**config.mk**
```make
export PLATFORM = sky130hd
export DESIGN_NAME = ppm_frame_decoder
export DESIGN_NICKNAME = d
export VERILOG_FILES = /design/src/hw/rtl/ppm_pkg.sv /design/src/hw/rtl/ppm_ram.sv /design/src/hw/rtl/ppm_frame_decoder.sv
export SDC_FILE = /design/constraint.sdc
export NUM_CORES = 1
export LEC_CHECK = 0
export ABC_AREA = 1
export BUFFER_PORTS_ARGS = -buffer_cell sky130_fd_sc_hd__buf_4
export CORE_MARGIN = 4
export CORE_UTILIZATION = 55
export CTS_CLUSTER_DIAMETER = 100
export CTS_CLUSTER_SIZE = 8
export DETAILED_ROUTE_END_ITERATION = 10
export GPL_TIMING_DRIVEN = 0
export HOLD_SLACK_MARGIN = 0.03
export PLACE_DENSITY = 0.81
export SYNTH_ARGS = -nofsm -noshare
export SYNTH_HDL_FRONTEND = slang
export SYNTH_SLANG_ARGS = --single-unit
```
**constraint.sdc**
```tcl
create_clock -name clk -period 6.9 [get_ports clk]
set_input_delay 1.38 -clock clk [delete_from_list [all_inputs] [get_ports clk]]
set_output_delay 1.38 -clock clk [all_outputs]
set_load 0.1 [all_outputs]
```
**src/hw/rtl/ppm_pkg.sv**
```systemverilog
// ----------------------------------------------------------------------------
// PPM frame decoder package
// Shared constants and types for the PPM frame decoder.
// ----------------------------------------------------------------------------
package ppm_pkg;

  localparam int NUM_CHANNELS = 8;
  localparam int CH_AW = (NUM_CHANNELS > 1) ? $clog2(NUM_CHANNELS) : 1;
  localparam int CNT_W = $clog2(NUM_CHANNELS + 1);

  localparam int STAMP_W = 16;
  localparam int CLAMP_W = 15;
  localparam int CFG_IW  = 2;

  localparam logic       CMD_CAPTURE = 1'b0;
  localparam logic       CMD_READ    = 1'b1;

  localparam logic [CFG_IW-1:0] REG_TIMER_TOP      = 2'd0;
  localparam logic [CFG_IW-1:0] REG_SYNC_THRESHOLD = 2'd1;
  localparam logic [CFG_IW-1:0] REG_MIN_WIDTH      = 2'd2;
  localparam logic [CFG_IW-1:0] REG_MAX_WIDTH      = 2'd3;

  localparam logic [STAMP_W-1:0] TIMER_TOP_RST      = 16'd39999;
  localparam logic [STAMP_W-1:0] SYNC_THRESHOLD_RST = 16'd8000;
  localparam logic [CLAMP_W-1:0] MIN_WIDTH_RST      = 15'd1000;
  localparam logic [CLAMP_W-1:0] MAX_WIDTH_RST      = 15'd2000;

  typedef struct packed {
    logic is_read;
    logic hit;
    logic flag;
  } ppm_s1_t;

endpackage

```
**src/hw/rtl/ppm_ram.sv**
```systemverilog
// ----------------------------------------------------------------------------
// Generic RAM
// Single write port, single read port with a registered read.
// ----------------------------------------------------------------------------
module ppm_ram #(
  parameter int WIDTH = 16,
  parameter int DEPTH = 8
) (
  input  logic                                     clk,
  input  logic                                     we,
  input  logic [((DEPTH > 1) ? $clog2(DEPTH) : 1)-1:0] waddr,
  input  logic [WIDTH-1:0]                         wdata,
  input  logic                                     re,
  input  logic [((DEPTH > 1) ? $clog2(DEPTH) : 1)-1:0] raddr,
  output logic [WIDTH-1:0]                         rdata
);

  logic [WIDTH-1:0] mem [DEPTH];

  always_ff @(posedge clk) begin
    if (we) begin
      mem[waddr] <= wdata;
    end
    if (re) begin
      rdata <= mem[raddr];
    end
  end

endmodule

```
**src/hw/rtl/ppm_frame_decoder.sv**
```systemverilog
// ----------------------------------------------------------------------------
// PPM frame decoder
// Stages: s1 (with the RAM read), then the result register.
// Throughput: one item per cycle while in_stall is low; the slot store is at
// most one RAM read or write per item; an output stall backs up to in_stall.
// Reset: synchronous rst_n clears the counters, flag and slot valid bits and
// reloads the register defaults; no clearing pass is needed.
// ----------------------------------------------------------------------------
module ppm_frame_decoder
  import ppm_pkg::*;
(
  input  logic                 clk,
  input  logic                 rst_n,
  input  logic                 cfg_we,
  input  logic [CFG_IW-1:0]    cfg_index,
  input  logic [STAMP_W-1:0]   cfg_wdata,
  input  logic                 in_valid,
  output logic                 in_stall,
  input  logic                 in_cmd,
  input  logic [STAMP_W-1:0]   in_capture_time,
  input  logic [2:0]           in_channel,
  output logic                 out_valid,
  input  logic                 out_stall,
  output logic [CLAMP_W-1:0]   out_channel_width,
  output logic                 out_frame_ok
);

  logic [STAMP_W-1:0] timer_top_r, sync_thr_r;
  logic [CLAMP_W-1:0] min_w_r, max_w_r;

  logic [STAMP_W-1:0] last_r, last_nxt;
  logic [CNT_W-1:0]   nch_r, nch_nxt;
  logic               flag_r, flag_nxt;
  logic [NUM_CHANNELS-1:0] vld_r, vld_nxt;

  logic               s1_v_r;
  ppm_s1_t            s1_r, s1_nxt;
  logic               out_v_r;
  logic [CLAMP_W-1:0] out_w_r, out_w_nxt;
  logic               out_f_r;

  logic               s1_adv, acc;
  logic [STAMP_W-1:0] width;
  logic               wr_en;
  logic [CH_AW-1:0]   wr_addr, rd_addr;
  logic               in_range;
  logic [STAMP_W-1:0] rd_data;
  logic [CLAMP_W-1:0] half;

  assign s1_adv   = s1_v_r && (!out_v_r || !out_stall);
  assign in_stall = s1_v_r && !s1_adv;
  assign acc      = in_valid && !in_stall;

  always_ff @(posedge clk) begin
    if (!rst_n) begin
      timer_top_r <= TIMER_TOP_RST;
      sync_thr_r  <= SYNC_THRESHOLD_RST;
      min_w_r     <= MIN_WIDTH_RST;
      max_w_r     <= MAX_WIDTH_RST;
    end else if (cfg_we) begin
      case (cfg_index)
        REG_TIMER_TOP:      timer_top_r <= cfg_wdata;
        REG_SYNC_THRESHOLD: sync_thr_r  <= cfg_wdata;
        REG_MIN_WIDTH:      min_w_r     <= cfg_wdata[CLAMP_W-1:0];
        REG_MAX_WIDTH:      max_w_r     <= cfg_wdata[CLAMP_W-1:0];
        default: ;
      endcase
    end
  end

  always_comb begin
    if (in_capture_time < last_r) begin
      width = in_capture_time + timer_top_r - last_r;
    end else begin
      width = in_capture_time - last_r;
    end
    in_range = {2'b00, in_channel} < 5'(NUM_CHANNELS);
    rd_addr  = CH_AW'({{CH_AW{1'b0}}, in_channel});
    wr_addr  = CH_AW'(nch_r);

    last_nxt = last_r;
    nch_nxt  = nch_r;
    flag_nxt = flag_r;
    vld_nxt  = vld_r;
    wr_en    = 1'b0;
    s1_nxt   = s1_r;

    if (acc) begin
      if (in_cmd == CMD_CAPTURE) begin
        last_nxt = in_capture_time;
        if (width > sync_thr_r) begin
          nch_nxt = '0;
        end else if (nch_r < CNT_W'(NUM_CHANNELS)) begin
          wr_en            = 1'b1;
          vld_nxt[wr_addr] = 1'b1;
          nch_nxt          = nch_r + 1'b1;
          if (nch_nxt >= CNT_W'(NUM_CHANNELS)) begin
            flag_nxt = 1'b1;
          end
        end
        s1_nxt.is_read = 1'b0;
        s1_nxt.hit     = 1'b0;
        s1_nxt.flag    = flag_nxt;
      end else begin
        s1_nxt.is_read = 1'b1;
        s1_nxt.hit     = in_range && vld_r[rd_addr];
        s1_nxt.flag    = flag_r;
        flag_nxt       = 1'b0;
      end
    end
  end

  ppm_ram #(
    .WIDTH (STAMP_W),
    .DEPTH (NUM_CHANNELS)
  ) u_store (
    .clk   (clk),
    .we    (wr_en),
    .waddr (wr_addr),
    .wdata (width),
    .re    (acc && (in_cmd == CMD_READ)),
    .raddr (rd_addr),
    .rdata (rd_data)
  );

  always_comb begin
    half = s1_r.hit ? rd_data[STAMP_W-1:1] : '0;
    if (!s1_r.is_read) begin
      out_w_nxt = '0;
    end else if (half < min_w_r) begin
      out_w_nxt = min_w_r;
    end else if (half > max_w_r) begin
      out_w_nxt = max_w_r;
    end else begin
      out_w_nxt = half;
    end
  end

  always_ff @(posedge clk) begin
    if (!rst_n) begin
      last_r  <= '0;
      nch_r   <= '0;
      flag_r  <= 1'b0;
      vld_r   <= '0;
      s1_v_r  <= 1'b0;
      out_v_r <= 1'b0;
    end else begin
      last_r <= last_nxt;
      nch_r  <= nch_nxt;
      flag_r <= flag_nxt;
      vld_r  <= vld_nxt;
      if (acc) begin
        s1_v_r <= 1'b1;
      end else if (s1_adv) begin
        s1_v_r <= 1'b0;
      end
      if (s1_adv) begin
        out_v_r <= 1'b1;
      end else if (!out_stall) begin
        out_v_r <= 1'b0;
      end
    end
  end

  always_ff @(posedge clk) begin
    if (acc) begin
      s1_r <= s1_nxt;
    end
    if (s1_adv) begin
      out_w_r <= out_w_nxt;
      out_f_r <= s1_r.flag;
    end
  end

  assign out_valid         = out_v_r;
  assign out_channel_width = out_w_r;
  assign out_frame_ok      = out_f_r;

endmodule
```
==> impl_metrics.yaml <==
timing:
  rsz0062_at_grt: "false"
  final.period_utilization_pct: 87.0
  fmax_mhz: 167
  hold_violations: 0
  setup_viol: 0
  finalClockSkew_ps: 10.0
  slew_headroom_pct: 17.1
  drv_slew: 0
  holdWs_ps: 416
  worst_pin_slew_ps: 1240
  min_period_ps: 6010
synthesis:
  synth.ff_latch_count: 247
  synth_common_cells: "inv_1, nand2_1, edfxtp_1, nor2_1, o21ai_0"
  synth_mux_area_share_pct: 0.232
  synth_edf_count: 154
  synth_ff_type: "edfxtp_1"
  synth_top_family_by_area: "simple AND/OR/NAND/NOR gates"
  synth_top_area_share_pct: 35.8
  netlist_instances: 1440
  synth-compound-area-share_pct: 14.3
  synthTopCellsByArea: "edfxtp_1, dfxtp_1, ha_1"
  synth.net_count: 1577
  synth_cell_types: 41
  synth_most_common_cell: "inv_1"
  synthAdderAreaFrac_pct: 10.0
  yosys.area_share.simple_pct: 15.8
  yosys_warnings: 0
  ys_seq_area_share_pct: 50.2
  syn_area_um2: 12900
  synthArstFlopShare_pct: 0
  synth_area_per_cell_um2: 8.97
  synth_xor_xnor_area_share_pct: 1.36
  synth_top_area_cell: "edfxtp_1"
place:
  place.gp.congestion: 1.01
  dp.cells: 1814
  portBuffers: 60
  hpwl_um: 24900
setup_path:
  reg2reg_depth: 22
  cp_cell_sequence: "buf_4 > inv_1 > fa_1 > inv_1 > ha_1 > a21oi_1 > o21ai_1 > nand2_1 > nand2_1 > nand2_1 > nand2_1 > xnor2_1 > o21ai_1 > ha_1 > a21o_1 > nor2_1 > nand2_1 > nand2_1 > nand2_1 > nand2_1 > buf_2 > nand4_1 > inv_1"
  endpoint_kind: "register"
  crit_type: "in -> reg"
  crit_cells: 23
  arrival_ps: 6140
  worstPathRequired_ps: 7040
  path_common_cell: "nand2_1"
  startpoint_type: "input pin"
  slowest_delay_ps: 760
  path_max_fanout: 15
  crit_family: "adder cells"
  path_buf_inv: 5
  cp_slowest_cell: "o21ai_1"
drt:
  drtAntennaViolNets: 0
  firstDrtPassIters: 6
  avgRoutedWirePerCell_um: 18.1
  drcViolationCount: 0
  drt_iter0_markers: 1227
  wl_um: 33900
  vias_per_cell: 5.69
  vias: 10700
clocking:
  cts_buffer_depth: 3
  clockRootBuffer: "clkbuf_16"
  postCtsHoldBufs: 0
  cts-resized-gates: 0
  cts_tree: "yes"
  numCtsBuffers: 36
  cts_num_sinks: 247
  post_cts.repair.setup_buffers: 0
  clock_latency_ps: 510
  clk_pin_slew_ps: 50
  htreeDepth: 2
run:
  max_cap_viol_count: 0
global_route:
  grt_first_pass_wirelength_um: 53500
  grt_pass1_vias: 10300
  grt_use_total_pct: 25.7
  grt_max_degree: 17
  antenna_found_initial: 0
  overflow: 0
floorplanning:
  die-area_um2: 26000
  start_util_pct: 56.5
  row_count: 55
  pin_count: 61
  core_um2: 22800
  die_x_um: 161
  die_h_um: 161
worst_hold_path:
  holdPathStages: 0
  min_path_type: "reg -> reg"
power_and_ir_drop:
  power_leakage_nw: 6.29
  ir_worst_vdd_uv: 179
  powerDensity_nw_per_um2: 288
cells_and_area:
  area_growth_pct: 14.7
  drive_above_1_share_pct: 9.53
  diodes: 0
  instances_no_fill: 1876
  final_nets: 1676
outcome:
  status: "completed"
==> metrics by stage <==
stage	util (%)	setup WS (ps)	area [um^2]	power [mW]	setup TNS (ps)
2_1_floorplan	-	1230	12900	2.39	0
3_3_place_gp	60.2	-468	13800	2.64	-6990
3_5_place_dp	60.3	426	13800	2.67	0
4_1_cts	64.8	920	14800	4.26	0
5_1_grt	64.8	570	14800	4.45	0
6_report	64.8	894	14800	4.26	0
==> worst paths after layout <==
kind	from	slack, ps	endpoint
worst max-delay path	in_capture_time[2]	890	u_store.mem[0][10]
worst min-delay path	s1_r[0]	420	out_frame_ok
worst max register to register	timer_top_r[2]	1560	u_store.mem[0][10]
worst min register to register	s1_r[0]	420	out_frame_ok
==> kinds of logic (layout without fill, tap and decap cells) <==
logic type / count (synthesis) / after routing
AND/OR/NAND/NOR: 468 / 468
AO/OA/AOI/OAI: 344 / 344
adder cells (fa/ha/maj): 94 / 94
buffers and inverters: 264 / 387
multiplexers: 3 / 3
XOR/XNOR: 20 / 20
flip-flops: 247 / 247
==> flip-flops by register name, summed over array words and instances, names as in the netlist <==
name / flops
out_frame_ok: 1
vld_r: 8
max_w_r: 15
min_w_r: 15
out_channel_width: 15
s1_v_r: 1
out_valid: 1
flag_r: 1
last_r: 16
timer_top_r: 16
u_store.rdata: 15
s1_r: 3
sync_thr_r: 16
u_store.mem: 120
nch_r: 4
==> worst reg2reg max path, delay by kind of cell (launching register included) <==
family | cells | cell delay, ps
buffers and inverters | 4 | 920
XOR/XNOR | 1 | 160
AO/OA/AOI/OAI | 4 | 1270
adder cells (fa/ha/maj) | 3 | 1270
AND/OR/NAND/NOR | 10 | 1040
flip-flops | 1 | 310
==> cell type report <==
class | instances | area [um^2]
Tap cell | 313 | 392
Fill cell | 1841 | 8030
Buffer | 55 | 254
Sequential cell | 247 | 6490
Clock buffer | 59 | 987
Timing Repair Buffer | 61 | 462
Multi-Input combinational cell | 929 | 5400
Inverter | 209 | 785
Clock inverter | 3 | 45.0
==> power breakdown <==
group	total (mW)	internal, mW	switching [mW]	leakage (nW)
logic	0.926	0.283	0.643	3.62
registers	1.73	1.71	0.0244	2.17
clock network	1.60	0.977	0.626	0.492
==> cells in the final DEF, fill, tap and decap left out, types with 16 or more instances in the layout <==
cell type  synthesis  layout
o21ai_1           18      18
fa_1              16      16
nand2_1          173     173
a31oi_1           18      18
clkbuf_1          38      61
edfxtp_1         154     154
nand3_1          103     103
o211ai_1          22      22
nor2_1           151     150
a21oi_1          126     125
o21ai_0          133     133
buf_4              3      63
dfxtp_1           93      93
clkbuf_16          0      36
ha_1              78      78
inv_1            200     200
==> layer usage <==
| metal | global-route usage [%] | share of wire (%) | up-vias |
|---|---|---|---|
| li1 | - | - | 5097 |
| met5 | 0 | 0 | - |
| met2 | 43.4 | 47 | 541 |
| met4 | 9.89 | 3.6 | 0 |
| met3 | 3.57 | 8.6 | 94 |
| met1 | 34.0 | 40 | 4948 |
Power figures use the tool's default switching activity.
